==> config.mk <==
export PLATFORM = sky130hd
export DESIGN_NAME = selective_repeat_arq_endpoint_unit
export DESIGN_NICKNAME = d
export VERILOG_FILES = /design/src/rtl/srarq_pkg.sv /design/src/rtl/srarq_cell.sv /design/src/rtl/srarq_ctrl.sv /design/src/rtl/selective_repeat_arq_endpoint_unit.sv
export SDC_FILE = /design/constraint.sdc
export NUM_CORES = 1
export LEC_CHECK = 0
export BUFFER_PORTS_ARGS = -buffer_cell sky130_fd_sc_hd__clkbuf_2
export CAP_MARGIN = 10
export CELL_PAD_IN_SITES_DETAIL_PLACEMENT = 1
export CELL_PAD_IN_SITES_GLOBAL_PLACEMENT = 2
export CORE_MARGIN = 1.5
export CORE_UTILIZATION = 41
export DETAILED_ROUTE_END_ITERATION = 6
export MAX_ROUTING_LAYER = met4
export PLACE_DENSITY_LB_ADDON = 0.08
export SLEW_MARGIN = 15
export SYNTH_ARGS = -nofsm -noshare
export SYNTH_HDL_FRONTEND = slang
export SYNTH_SLANG_ARGS = --single-unit
==> constraint.sdc <==
create_clock -name clk -period 6.09 [get_ports clk]
set_input_delay 1.218 -clock clk [delete_from_list [all_inputs] [get_ports clk]]
set_output_delay 1.218 -clock clk [all_outputs]
set_load 0.005 [all_outputs]
==> src/rtl/srarq_pkg.sv <==
`default_nettype none

package srarq_pkg;

    localparam int WINDOW_MAX_DEF = 16;
    localparam int SEQ_WIDTH_DEF  = 16;

    localparam int TIMER_W    = 16;
    // wide enough for any window depth up to 64
    localparam int CELL_POS_W = 6;
    localparam int OCC_W      = CELL_POS_W + 1;

    localparam logic [4:0]  WINDOW_RST  = 5'd4;
    localparam logic [15:0] LIMIT_RST   = 16'd15;
    localparam logic [15:0] TIMEOUT_RST = 16'd2000;

    localparam logic [1:0] CFG_WINDOW  = 2'd0;
    localparam logic [1:0] CFG_LIMIT   = 2'd1;
    localparam logic [1:0] CFG_TIMEOUT = 2'd2;

    typedef enum logic [1:0] {
        FUNC_START = 2'd0,
        FUNC_DATA  = 2'd1,
        FUNC_ACK   = 2'd2,
        FUNC_TICK  = 2'd3
    } func_t;

    typedef enum logic [1:0] {
        KIND_NEW  = 2'd0,
        KIND_ACK  = 2'd1,
        KIND_RETX = 2'd2
    } kind_t;

    typedef enum logic [2:0] {
        ST_IDLE,
        ST_SLIDE,
        ST_FILL,
        ST_TICK,
        ST_FLUSH
    } state_t;

    typedef struct packed {
        logic [4:0]  window_size;
        logic [15:0] packet_limit;
        logic [15:0] timeout_ticks;
    } cfg_t;

    typedef struct packed {
        logic               acked;
        logic               running;
        logic [TIMER_W-1:0] timer;
    } cell_t;

    typedef struct packed {
        logic                  rotate;
        logic                  tick;
        logic                  mark;
        logic                  load;
        logic [CELL_POS_W-1:0] pos;
        logic [TIMER_W-1:0]    reload;
    } cell_cmd_t;

    typedef struct packed {
        logic             idle;
        logic [OCC_W-1:0] occ;
    } ctrl_stat_t;

endpackage

`default_nettype wire

==> src/rtl/srarq_cell.sv <==
`default_nettype none

module srarq_cell
    import srarq_pkg::*;
#(
    parameter int POS = 0
)
(
    input  wire logic      clk,
    input  wire logic      rst_n,
    input  wire cell_cmd_t cmd,
    input  wire cell_t     nb,
    output cell_t          pass,
    output logic           expire
);

    localparam logic AT_HEAD = (POS == 0);
    localparam logic [CELL_POS_W-1:0] MY_POS = CELL_POS_W'(POS);

    cell_t st_reg;
    cell_t st_next;
    cell_t ticked;
    logic  exp_w;
    logic [TIMER_W-1:0] dec;

    // timer step applied when this cell sits at the head of the ring
    always_comb
    begin
        ticked = st_reg;
        exp_w  = 1'b0;
        dec    = (st_reg.timer != '0) ? st_reg.timer - 1'b1 : st_reg.timer;
        if (st_reg.running)
        begin
            if (dec == '0)
            begin
                exp_w        = 1'b1;
                ticked.timer = cmd.reload;
            end
            else
            begin
                ticked.timer = dec;
            end
        end
    end

    assign pass   = (AT_HEAD && cmd.tick) ? ticked : st_reg;
    assign expire = AT_HEAD && cmd.tick && exp_w;

    always_comb
    begin
        st_next = st_reg;
        if (cmd.rotate)
        begin
            st_next = nb;
        end
        else if (cmd.mark && cmd.pos == MY_POS)
        begin
            st_next.acked   = 1'b1;
            st_next.running = 1'b0;
            st_next.timer   = '0;
        end
        else if (cmd.load && cmd.pos == MY_POS)
        begin
            st_next.acked   = 1'b0;
            st_next.running = 1'b1;
            st_next.timer   = cmd.reload;
        end
    end

    always_ff @(posedge clk or negedge rst_n)
    begin
        if (!rst_n)
        begin
            st_reg <= '0;
        end
        else
        begin
            st_reg <= st_next;
        end
    end

endmodule

`default_nettype wire

==> src/rtl/srarq_ctrl.sv <==
`default_nettype none

module srarq_ctrl
    import srarq_pkg::*;
#(
    parameter int WINDOW_MAX = WINDOW_MAX_DEF,
    parameter int SEQ_WIDTH  = SEQ_WIDTH_DEF
)
(
    input  wire logic        clk,
    input  wire logic        rst_n,
    input  wire cfg_t        cfg,
    input  wire logic        in_valid,
    output logic             in_ready,
    input  wire func_t       in_func,
    input  wire logic [15:0] in_seq,
    input  wire cell_t       head,
    input  wire logic        head_expire,
    output cell_cmd_t        cmd,
    output ctrl_stat_t       stat,
    output logic             out_valid,
    input  wire logic        out_ready,
    output kind_t            out_kind,
    output logic [15:0]      out_seq,
    output logic             out_last,
    output logic             out_all_acked
);

    localparam int KW   = $clog2(WINDOW_MAX + 1);
    localparam int CMPW = (SEQ_WIDTH > KW) ? SEQ_WIDTH : KW;
    localparam int LW   = (SEQ_WIDTH > 16) ? SEQ_WIDTH : 16;
    localparam logic [SEQ_WIDTH-1:0] SEQ_MASK = '1;

    state_t               state_reg, state_next;
    logic [SEQ_WIDTH-1:0] base_reg, base_next;
    logic [SEQ_WIDTH-1:0] next_reg, next_next;
    logic [KW-1:0]        k_reg, k_next;
    logic                 pend_valid_reg, pend_valid_next;
    kind_t                pend_kind_reg, pend_kind_next;
    logic [15:0]          pend_seq_reg, pend_seq_next;

    logic                 out_valid_reg;
    kind_t                out_kind_reg;
    logic [15:0]          out_seq_reg;
    logic                 out_last_reg;
    logic                 out_all_reg;

    logic [4:0]           eff_win;
    logic [SEQ_WIDTH-1:0] eff_lim;
    logic [TIMER_W-1:0]   eff_to;
    logic [SEQ_WIDTH-1:0] occ;
    logic [SEQ_WIDTH-1:0] seq_in;
    logic                 in_win;
    logic                 out_free;
    logic                 all_acked_w;
    logic                 tick_live;
    logic                 emit;
    kind_t                emit_kind;
    logic [15:0]          emit_seq;
    logic                 flush;
    logic                 out_load;
    logic                 out_last_flag;

    always_comb
    begin
        if (cfg.window_size == '0)
        begin
            eff_win = 5'd1;
        end
        else if (7'(cfg.window_size) > 7'(WINDOW_MAX))
        begin
            eff_win = 5'(WINDOW_MAX);
        end
        else
        begin
            eff_win = cfg.window_size;
        end
    end

    assign eff_lim = (LW'(cfg.packet_limit) < LW'(SEQ_MASK)) ?
                     SEQ_WIDTH'(cfg.packet_limit) : SEQ_MASK;
    assign eff_to  = (cfg.timeout_ticks == '0) ? TIMER_W'(1) : cfg.timeout_ticks;

    // base never passes next and neither wraps, so occ is the live window count
    assign occ         = next_reg - base_reg;
    assign seq_in      = SEQ_WIDTH'(in_seq);
    assign in_win      = (seq_in >= base_reg) && (seq_in < next_reg);
    assign out_free    = !out_valid_reg || out_ready;
    assign all_acked_w = LW'(base_reg) >= LW'(cfg.packet_limit);
    assign tick_live   = CMPW'(k_reg) < CMPW'(occ);

    always_comb
    begin
        state_next = state_reg;
        base_next  = base_reg;
        next_next  = next_reg;
        k_next     = k_reg;
        cmd        = '0;
        cmd.reload = eff_to;
        in_ready   = 1'b0;
        emit       = 1'b0;
        emit_kind  = KIND_NEW;
        emit_seq   = '0;
        flush      = 1'b0;

        case (state_reg)
            ST_IDLE:
            begin
                in_ready = 1'b1;
                if (in_valid)
                begin
                    case (in_func)
                        FUNC_START:
                        begin
                            state_next = ST_FILL;
                        end
                        FUNC_DATA:
                        begin
                            emit       = 1'b1;
                            emit_kind  = KIND_ACK;
                            emit_seq   = in_seq;
                            state_next = ST_FLUSH;
                        end
                        FUNC_ACK:
                        begin
                            if (in_win)
                            begin
                                cmd.mark = 1'b1;
                                cmd.pos  = CELL_POS_W'(seq_in - base_reg);
                                if (seq_in == base_reg)
                                begin
                                    state_next = ST_SLIDE;
                                end
                            end
                        end
                        FUNC_TICK:
                        begin
                            k_next     = '0;
                            state_next = ST_TICK;
                        end
                        default:
                        begin
                            state_next = ST_IDLE;
                        end
                    endcase
                end
            end
            ST_SLIDE:
            begin
                if (base_reg < next_reg && base_reg < eff_lim && head.acked)
                begin
                    cmd.rotate = 1'b1;
                    base_next  = base_reg + 1'b1;
                end
                else
                begin
                    state_next = ST_FILL;
                end
            end
            ST_FILL:
            begin
                if ((SEQ_WIDTH + 1)'(occ) < (SEQ_WIDTH + 1)'(eff_win) && next_reg < eff_lim)
                begin
                    if (out_free)
                    begin
                        cmd.load  = 1'b1;
                        cmd.pos   = CELL_POS_W'(occ);
                        emit      = 1'b1;
                        emit_kind = KIND_NEW;
                        emit_seq  = 16'(next_reg);
                        next_next = next_reg + 1'b1;
                    end
                end
                else
                begin
                    state_next = ST_FLUSH;
                end
            end
            ST_TICK:
            begin
                // one full lap of the ring restores the slot alignment to base
                if (k_reg == KW'(WINDOW_MAX))
                begin
                    state_next = ST_FLUSH;
                end
                else if (out_free)
                begin
                    cmd.rotate = 1'b1;
                    cmd.tick   = tick_live;
                    k_next     = k_reg + 1'b1;
                    if (tick_live && head_expire)
                    begin
                        emit      = 1'b1;
                        emit_kind = KIND_RETX;
                        emit_seq  = 16'(base_reg + SEQ_WIDTH'(k_reg));
                    end
                end
            end
            ST_FLUSH:
            begin
                if (!pend_valid_reg)
                begin
                    state_next = ST_IDLE;
                end
                else if (out_free)
                begin
                    flush      = 1'b1;
                    state_next = ST_IDLE;
                end
            end
            default:
            begin
                state_next = ST_IDLE;
            end
        endcase
    end

    // a result is held back one step so that the final one can carry last
    always_comb
    begin
        pend_valid_next = pend_valid_reg;
        pend_kind_next  = pend_kind_reg;
        pend_seq_next   = pend_seq_reg;
        out_load        = 1'b0;
        out_last_flag   = 1'b0;
        if (emit)
        begin
            out_load        = pend_valid_reg;
            pend_valid_next = 1'b1;
            pend_kind_next  = emit_kind;
            pend_seq_next   = emit_seq;
        end
        if (flush)
        begin
            out_load        = 1'b1;
            out_last_flag   = 1'b1;
            pend_valid_next = 1'b0;
        end
    end

    always_ff @(posedge clk or negedge rst_n)
    begin
        if (!rst_n)
        begin
            state_reg      <= ST_IDLE;
            base_reg       <= '0;
            next_reg       <= '0;
            k_reg          <= '0;
            pend_valid_reg <= 1'b0;
            out_valid_reg  <= 1'b0;
        end
        else
        begin
            state_reg      <= state_next;
            base_reg       <= base_next;
            next_reg       <= next_next;
            k_reg          <= k_next;
            pend_valid_reg <= pend_valid_next;
            if (out_load)
            begin
                out_valid_reg <= 1'b1;
            end
            else if (out_ready)
            begin
                out_valid_reg <= 1'b0;
            end
        end
    end

    always_ff @(posedge clk)
    begin
        pend_kind_reg <= pend_kind_next;
        pend_seq_reg  <= pend_seq_next;
        if (out_load)
        begin
            out_kind_reg <= pend_kind_reg;
            out_seq_reg  <= pend_seq_reg;
            out_last_reg <= out_last_flag;
            out_all_reg  <= all_acked_w;
        end
    end

    assign out_valid     = out_valid_reg;
    assign out_kind      = out_kind_reg;
    assign out_seq       = out_seq_reg;
    assign out_last      = out_last_reg;
    assign out_all_acked = out_all_reg;

    assign stat.idle = (state_reg == ST_IDLE);
    assign stat.occ  = OCC_W'(occ);

endmodule

`default_nettype wire

==> src/rtl/selective_repeat_arq_endpoint_unit.sv <==
// Channel   Signals                           Payload
// s_axis    tvalid tready tdata tuser         tdata[15:0] seq_num, tuser[1:0] func
// m_axis    tvalid tready tdata tuser tlast   tdata[15:0] out_seq, tdata[16] all_acked,
//                                             tuser[1:0] out_kind, tlast last
// cfg       valid ready index data            index 0 window, 1 limit, 2 timeout
//
// One item at a time. A data item sends its ACK, a tick takes one lap of the
// slot ring, a start sends new items until the window is full, and an ack for
// the base first slides the window and then fills it; any other ack marks its slot.
// The slot ring rotates one cell per cycle; during a tick lap a stalled m_axis holds it.
// Reset clears the window, all slot cells and the config to 4 / 15 / 2000.
// A stalled m_axis holds the fill, tick and flush steps; s_axis is ready only when idle.
`default_nettype none

module selective_repeat_arq_endpoint_unit
    import srarq_pkg::*;
#(
    parameter int WINDOW_MAX = WINDOW_MAX_DEF,
    parameter int SEQ_WIDTH  = SEQ_WIDTH_DEF
)
(
    input  wire logic        clk,
    input  wire logic        rst_n,

    input  wire logic        s_axis_tvalid,
    output logic             s_axis_tready,
    input  wire logic [15:0] s_axis_tdata,   // [15:0] seq_num
    input  wire logic [1:0]  s_axis_tuser,   // [1:0] func

    output logic             m_axis_tvalid,
    input  wire logic        m_axis_tready,
    output logic [23:0]      m_axis_tdata,   // [15:0] out_seq, [16] all_acked
    output logic [1:0]       m_axis_tuser,   // [1:0] out_kind
    output logic             m_axis_tlast,

    input  wire logic        cfg_valid,
    output logic             cfg_ready,
    input  wire logic [1:0]  cfg_index,
    input  wire logic [15:0] cfg_data
);

    cfg_t       cfg_reg;
    cell_cmd_t  cmd;
    ctrl_stat_t stat;
    cell_t      pass_w [WINDOW_MAX];
    logic [WINDOW_MAX-1:0] expire_w;
    kind_t      out_kind;
    logic [15:0] out_seq;
    logic       out_all_acked;

    assign cfg_ready = 1'b1;

    always_ff @(posedge clk or negedge rst_n)
    begin
        if (!rst_n)
        begin
            cfg_reg.window_size   <= WINDOW_RST;
            cfg_reg.packet_limit  <= LIMIT_RST;
            cfg_reg.timeout_ticks <= TIMEOUT_RST;
        end
        else if (cfg_valid)
        begin
            case (cfg_index)
                CFG_WINDOW:  cfg_reg.window_size   <= cfg_data[4:0];
                CFG_LIMIT:   cfg_reg.packet_limit  <= cfg_data;
                CFG_TIMEOUT: cfg_reg.timeout_ticks <= cfg_data;
                default:     cfg_reg <= cfg_reg;
            endcase
        end
    end

    // cell p holds the slot of base + p; rotating moves the head to the tail
    for (genvar p = 0; p < WINDOW_MAX; p++)
    begin : g_cell
        srarq_cell #(
            .POS (p)
        ) u_cell (
            .clk    (clk),
            .rst_n  (rst_n),
            .cmd    (cmd),
            .nb     (pass_w[(p + 1) % WINDOW_MAX]),
            .pass   (pass_w[p]),
            .expire (expire_w[p])
        );
    end

    srarq_ctrl #(
        .WINDOW_MAX (WINDOW_MAX),
        .SEQ_WIDTH  (SEQ_WIDTH)
    ) u_ctrl (
        .clk           (clk),
        .rst_n         (rst_n),
        .cfg           (cfg_reg),
        .in_valid      (s_axis_tvalid),
        .in_ready      (s_axis_tready),
        .in_func       (func_t'(s_axis_tuser)),
        .in_seq        (s_axis_tdata),
        .head          (pass_w[0]),
        .head_expire   (|expire_w),
        .cmd           (cmd),
        .stat          (stat),
        .out_valid     (m_axis_tvalid),
        .out_ready     (m_axis_tready),
        .out_kind      (out_kind),
        .out_seq       (out_seq),
        .out_last      (m_axis_tlast),
        .out_all_acked (out_all_acked)
    );

    assign m_axis_tuser = out_kind;
    assign m_axis_tdata = {7'b0, out_all_acked, out_seq};

    a_occ_bound: assert property (@(posedge clk) disable iff (!rst_n)
        stat.occ <= OCC_W'(WINDOW_MAX))
        else $error("window holds more items than slots");

    a_rotate_alone: assert property (@(posedge clk) disable iff (!rst_n)
        cmd.rotate |-> !cmd.mark && !cmd.load)
        else $error("ring rotation collides with a slot write");

    a_tick_busy: assert property (@(posedge clk) disable iff (!rst_n)
        (s_axis_tvalid && s_axis_tready && s_axis_tuser == FUNC_TICK) |=>
            !s_axis_tready && !stat.idle)
        else $error("tick item did not start a ring lap");

endmodule

`default_nettype wire
# == After elaboration in Yosys (flattened, before gate mapping) ==
# Cells that the tools add are included.
# word_totals
regBits,405
in_bits,41
output_inout_bits,30
wordCells,311
# op_classes
n_addsub,7
order_cmp,10
eq_ne,36
muxes,121
reduce_logical,74
# op_table
cell,count
$mux 18,48
$mux 16,13
$lt 16x16->1,4
$eq 6x4->1 const B,8
$pmux 16 s3,1
$reduce_bool 3->1,16
$logic_and 1x1->1,38
$add 16x1->16 const B,2
$ge 16x16->1,2
$logic_not 16->1,2
$mux 5,6
$mux 1,27
$eq 6x3->1 const B,4
$mux 3,8
$mux 6,3
$add 16x5->16,1
$eq 16x16->1,1
$lt 16x16->1 const B,1
$lt 16x5->1,1
$lt 5x16->1,1
$reduce_bool 16->1,1
$sub 16x1->16 const B,1
$sub 16x16->16,1
$pmux 3 s5,1
other kinds (34),57

# == Logic depth before layout (Yosys ltp) ==
# depth
ltp_word,14
depth_mapped,21
ltp_nobuf,18

# == Modules after synthesis ==
# Synthesis repeated with hierarchy kept, for this count alone.
# unflattened
hier_cells,3159
area_unflattened_um2,28389.7
# by_module_without_submodules
mod,instances,cells_each,area_each_um2,seq_area_each_um2
srarq_ctrl,1,794,7173.1,2192.1
srarq_cell (g_cell[10].u_cell ...),4,145,1199.9,450.4
srarq_cell (g_cell[11].u_cell ...),2,145,1203.7,450.4
srarq_cell (g_cell[1].u_cell ...),2,108,1198.6,450.4
srarq_cell (g_cell[4].u_cell ...),2,133,1189.9,450.4
srarq_cell (g_cell[13].u_cell ...),2,140,1147.4,450.4
srarq_cell (g_cell[0].u_cell),1,250,1840.5,450.4
selective_repeat_arq_endpoint_unit,1,95,1626.6,939.7
srarq_cell (g_cell[12].u_cell),1,140,1168.6,450.4
srarq_cell (g_cell[15].u_cell),1,140,1164.9,450.4
srarq_cell (g_cell[3].u_cell),1,108,1137.3,450.4

# == Worst setup path after synthesis ==
# OpenSTA, ideal clock, no wires.
# synth_timing
kind,register to register
start,reg u_ctrl.next_reg[0]
end,reg u_ctrl.out_all_reg (netlist: u_ctrl.out_all_acked) (enable)
setup_ns,0.394
arrival_ns,4.263
required_time_ns,5.696
slack_ns,1.433
stages_incl_launch_ff,16
path_buffers,1
synth_period_minus_slack_ns,4.657
path_cell_list,dfrtp_1 -> inv_1 -> ha_1 -> inv_1 -> fa_1 -> a211oi_1 -> o21ai_0 -> or3_1 -> a31oi_1 -> a21oi_1 -> or4_1 -> buf_2 -> o211ai_1 -> nand3b_1 -> nand2_1 -> nand2_1
# synth_between
elab_chain_cells,13
elab_cells_between_ends,17
classes_between,add/sub (1); order compare (3); mux (10); reduce/logical (3)
# synth_rtl
item,line,source
start: declaration,srarq_ctrl.sv:36,"logic [SEQ_WIDTH-1:0] next_reg, next_next;"
start signal: assignment,srarq_ctrl.sv:256,next_reg <= next_next;
$sub 16x16->16,srarq_ctrl.sv:85,assign occ = next_reg - base_reg;
$lt 5x16->1,srarq_ctrl.sv:90,assign tick_live = CMPW'(k_reg) < CMPW'(occ);
$mux 2,srarq_ctrl.sv:186,else if (out_free)
$mux 2,srarq_ctrl.sv:182,if (k_reg == KW'(WINDOW_MAX))
$mux 1,srarq_ctrl.sv:106,case (state_reg)
$logic_and 1x1->1,srarq_cell.sv:47,assign expire = AT_HEAD && cmd.tick && exp_w;
$logic_and 1x1->1,srarq_ctrl.sv:191,if (tick_live && head_expire)
$mux 1,srarq_ctrl.sv:191,
$mux 1,srarq_ctrl.sv:186,
$mux 1,srarq_ctrl.sv:182,
$pmux 1 s3 *,srarq_ctrl.sv:106,
named net u_ctrl.emit,srarq_ctrl.sv:57,logic emit;
$mux 1 *,srarq_ctrl.sv:226,if (emit)
$mux 1 *,srarq_ctrl.sv:233,if (flush)
named net u_ctrl.out_load,srarq_ctrl.sv:61,logic out_load;
end signal: assignment,srarq_ctrl.sv:279,out_all_reg <= all_acked_w;
end: declaration,srarq_ctrl.sv:46,logic out_all_reg;
# Mark *: on every way through the listed nets, which the timed path passes. The rest lies on a longest branch.
# A chain may end at the register's enable or synchronous reset.

# == Final worst setup path ==
# layout_timing
start,reg u_ctrl.next_reg[0]
end,"reg g_cell[5].u_cell.st_reg, in the netlist g_cell[5].u_cell.pass[5]"
# layout_between
elab_chain_cells,10
elab_cells_between_ends,28
classes_between,add/sub (1); order compare (4); eq/ne (1); mux (15); reduce/logical (7)
# layout_rtl
item,line,source
"parallel branches: the longest is 10 deep, another holds $sub 16x16->16",-,
end signal: assignment,srarq_cell.sv:78,st_reg <= st_next;
end: declaration,srarq_cell.sv:20,cell_t st_reg;
# Parallel ways; which one is timed is not known.

==> results.md <==
Critical path:
- The worst-path maximum fanout is 19.
- Data arrives at the worst endpoint at 5.88 ns.
- For this design, the slowest cell found on the critical path is o41ai_4.
- Across all register-to-register paths, the minimum setup slack is 0.72 ns.
- On the worst path, the slowest cell contributes a delay of 0.81 ns.
- The worst reg2reg path depth is 18.
- The critical setup path kind is reg -> reg.
- The endpoint identified for the worst register-to-register timing path is g_cell[5].u_cell.pass[5].
- STA classifies the critical path startpoint as a register.
- The data required time of the worst path is ~6.6 ns.
- The endpoint kind of the worst setup timing path is a register.
- The signal on the critical path passes through inv_1 -> ha_1 -> inv_1 -> fa_1 -> a21o_1 -> a21oi_1 -> xnor2_1 -> ha_1 -> nor4b_1 -> o211ai_1 -> a21oi_1 -> o21ai_0 -> nor3_1 -> nand3_1 -> o41ai_4 -> nand3_2 -> nand2_2 -> a2bb2oi_1.
- In this run the worst setup path begins at u_ctrl.next_reg[0].
- The worst setup path endpoint is g_cell[5].u_cell.pass[5].
- The startpoint of the lowest-slack register-to-register path is u_ctrl.next_reg[0].

Clock network:
- TritonCTS built the clock tree.
- The number of setup buffers added after CTS is 0.
- The number of instances resized during post-cts repair is 0.
- The number of hold buffers added after cts is 0.
- The number of levels the H-tree was split into is 2.
- The number of clock buffers inserted by TritonCTS is 48.
- The root buffer cell is clkbuf_16.
- Clock-pin slew was measured on the worst setup and hold paths at 0.06 ns.
- The maximum buffer depth of the clock tree is 3.
- The clock latency on the worst-skew pair is 0.61 ns.
- The clock sink total is a little over 400.

Placement:
- The post-place setup slack is 0.756 ns.
- The total placed instance area is 24,000 um2.
- The number of buffers inserted by port buffering is slightly above 60.
- The placed wire-length estimate after detailed placement is 57,800 um.
- The routability congestion estimate from global placement is around 0.92.

STA:
- The number of pins exceeding their max-slew limit in the final report came to 0.
- The fmax is 0.186 GHz.
- The pin slew with the least headroom to its limit is 1.22 ns.
- The setup-violating endpoint count in the final report is 0.
- The clock tree skew after final layout is 0.0269 ns.
- After layout, the minimum clock period comes to 5.37 ns.
- Of the available clock period, the critical path in the final layout requires 0.881.
- The final-layout worst hold slack is 0.420 ns.
- Setup repair after global routing left no endpoint under its margin.
- The worst path setup slack after routing is around 0.72 ns.
- The final hold violation count was 0.
- The max-slew headroom at the worst pin is 0.183.
- Adding up every negative setup slack in the final design gives 0 ns.

Power:
- The power density relative to cell area is 433 nW/um2.
- The peak ir drop on the vdd network is approximately 0.23 mV.
- The static power due to leakage is 11.2 nW.

Detailed routing:
- The detailed-route wire length is 82,600 um.
- After detailed routing, the average wire length per cell comes to 26.2 um.
- Dividing the detail-routed via count by the number of cells gives 5.95.
- The total number of vias is 18,800.
- The detailed-route DRC error count is 0.
- Before antenna repair, the detailed router went through 5 iterations.
- The number of DRC markers after the initial detailed-route iteration is approximately 1,300.
- The number of nets still failing antenna checks after routing is 0.

Layout:
- The cell area after layout is 25,600 um2.
- Of the cells placed in the final design, the portion with a size suffix greater than 1 is 0.163.
- The final layout contains 2,526 nets.
- The post-synthesis to final-layout area growth is 12.2%.
- The number of fill cells in the layout is 6,176.
- The flip-flop count of the largest register after layout is 270.
- The antenna cell count is 0.

Die:
- The row count is 86.
- The area of the die is approximately 57,000 um2.
- The core area is roughly 55,000 um2.
- The number of top-level pins is 71.
- The die is between 200 and 250 um wide.
- For this configuration, the core starts out at a cell density of 0.414.
- In this run the vertical extent of the chip is 239 um.

Run status:
- The flow ran to the end, and the final reports show no timing, DRC or antenna violations.

Synthesis:
- The total standard cell area after synthesis is 22,800 um2.
- The number of flip-flops and latches in the synthesized netlist is around 410.
- The most used flip-flop cell after synthesis is dfrtp_1.
- The distinct cell type count of the synthesized netlist is 84.
- The number of warnings reported in the yosys synthesis log is 0.
- The synthesized design contains 38 enable-type register cells.
- The mean instance size in the synthesized netlist is roughly 10 um2.
- The gate count of the mapped netlist is 2,334.
- The async set or reset register ratio after synthesis is 0.906.
- The sequential element share of the synthesized area is 0.453.

GRT:
- Entering global routing, the biggest net connects 144 pins.
- The total routing usage reported by global routing is 0.302.
- The initial antenna violation count is 4.
- The first global-routing pass estimated 126,000 um of wire.
- The via count of the first global-routing pass is 19,200.
- The total grt overflow is 0.

Flow run:
- The max capacitance violation total is 0.

Hold path:
- The worst hold path belongs to the class reg -> reg.
- The startpoint identified for the worst hold timing path is u_ctrl.pend_seq_reg[11].
final cells by class:
class                           count  area (um2)  area share
Inverter                           98         368      0.0144
Sequential cell                   405       10300       0.404
Tap cell                          748         936      0.0365
Multi-Input combinational cell   1691       11500       0.448
Clock buffer                       65        1370      0.0534
Timing Repair Buffer              122         833      0.0325
Clock inverter                     24         289      0.0113
cell usage in the layout, fill, tap and decap left out, types with 23 or more instances in the layout:
master / netlist / routed
a21o_1: 40 / 40
edfxtp_1: 38 / 38
nor2_1: 116 / 116
a2bb2oi_1: 67 / 67
o21ai_0: 247 / 246
nand2_1: 325 / 325
nor3_1: 29 / 29
a21oi_1: 109 / 109
nand4_1: 23 / 23
ha_1: 116 / 116
clkbuf_2: 1 / 61
inv_1: 98 / 98
buf_4: 22 / 55
mux2i_1: 66 / 66
clkbuf_16: 0 / 49
dfrtp_1: 356 / 356
xnor2_1: 53 / 53
mux2_2: 133 / 133
nand3_1: 33 / 33
kinds of logic after synthesis:
family          synth area share
compound gates             0.187
simple gates               0.130
flops                      0.453
buf+inv                   0.0458
mux                       0.0946
fa+ha+maj                 0.0662
xor+xnor                  0.0230
other cells             0.000329
worst max-delay path: cells and delay by family (launching register included):
family	cells	cell delay, ns
AO/OA/AOI/OAI	7	1.82
flip-flops	1	0.43
adder cells (fa/ha/maj)	3	0.88
AND/OR/NAND/NOR	5	1.80
buffers and inverters	2	0.21
XOR/XNOR	1	0.13
worst min-delay path by stage:
stage | end | cells past startpoint
after global routing | u_ctrl.out_seq[13] | 0
after global placement | u_ctrl.out_seq[7] | 0
after floorplan | u_ctrl.out_kind[0] | 0
after CTS | u_ctrl.out_seq[8] | 0
after detailed placement | u_ctrl.out_seq[8] | 0
final | u_ctrl.out_seq[11] | 0
through the flow:
stage                     utilization  power, mW  instances
after global routing            0.465       11.7       3153
after global placement          0.435       7.92       3064
after floorplan                     -       6.69       2340
final                           0.465       11.1       3153
after CTS                       0.465       11.1       3153
after detailed placement        0.435       8.06       3064
synthesized netlist by cell type (7+ instances only):
cell type	count	area, um2
a2bb2oi_1	67	587
nand4_1	23	144
o21ai_0	247	1240
buf_4	22	165
o221a_2	17	191
and2_1	10	62.6
xor2_1	7	61.3
a21o_1	40	300
nand2_1	325	1220
clkbuf_1	92	345
a211oi_1	9	67.6
nand2b_1	17	106
mux2i_1	66	661
edfxtp_1	38	1140
a22oi_1	21	158
o31ai_1	9	67.6
dfstp_2	11	289
o211ai_1	17	128
xnor2_1	53	464
a31oi_1	22	138
nand3_1	33	165
ha_1	116	1450
a21oi_1	109	546
or3_1	13	81.3
inv_1	98	368
dfrtp_1	356	8910
nor3_1	29	145
nor2_1	116	435
mux2_2	133	1500
and3_1	11	68.8
buf_2	19	95.1
o21ai_1	20	100
nor4_1	18	113
nand3b_1	7	52.6
buf_1	9	33.8
power breakdown:
group | internal [mW] | switching [mW] | total, mW
clock | 1.79 | 1.24 | 3.03
combinational | 1.52 | 2.06 | 3.58
sequential | 3.72 | 0.760 | 4.48
routing by layer:
| layer | global-route usage | wire length (um) | up-vias |
|---|---|---|---|
| li1 | - | - | 8457 |
| met1 | 0.443 | 40500 | 9781 |
| met2 | 0.440 | 36100 | 415 |
| met3 | 0.0417 | 4190 | 104 |
| met4 | 0.0685 | 1780 | 0 |
| met5 | - | 0 | - |
Power figures use the tool's default switching activity.
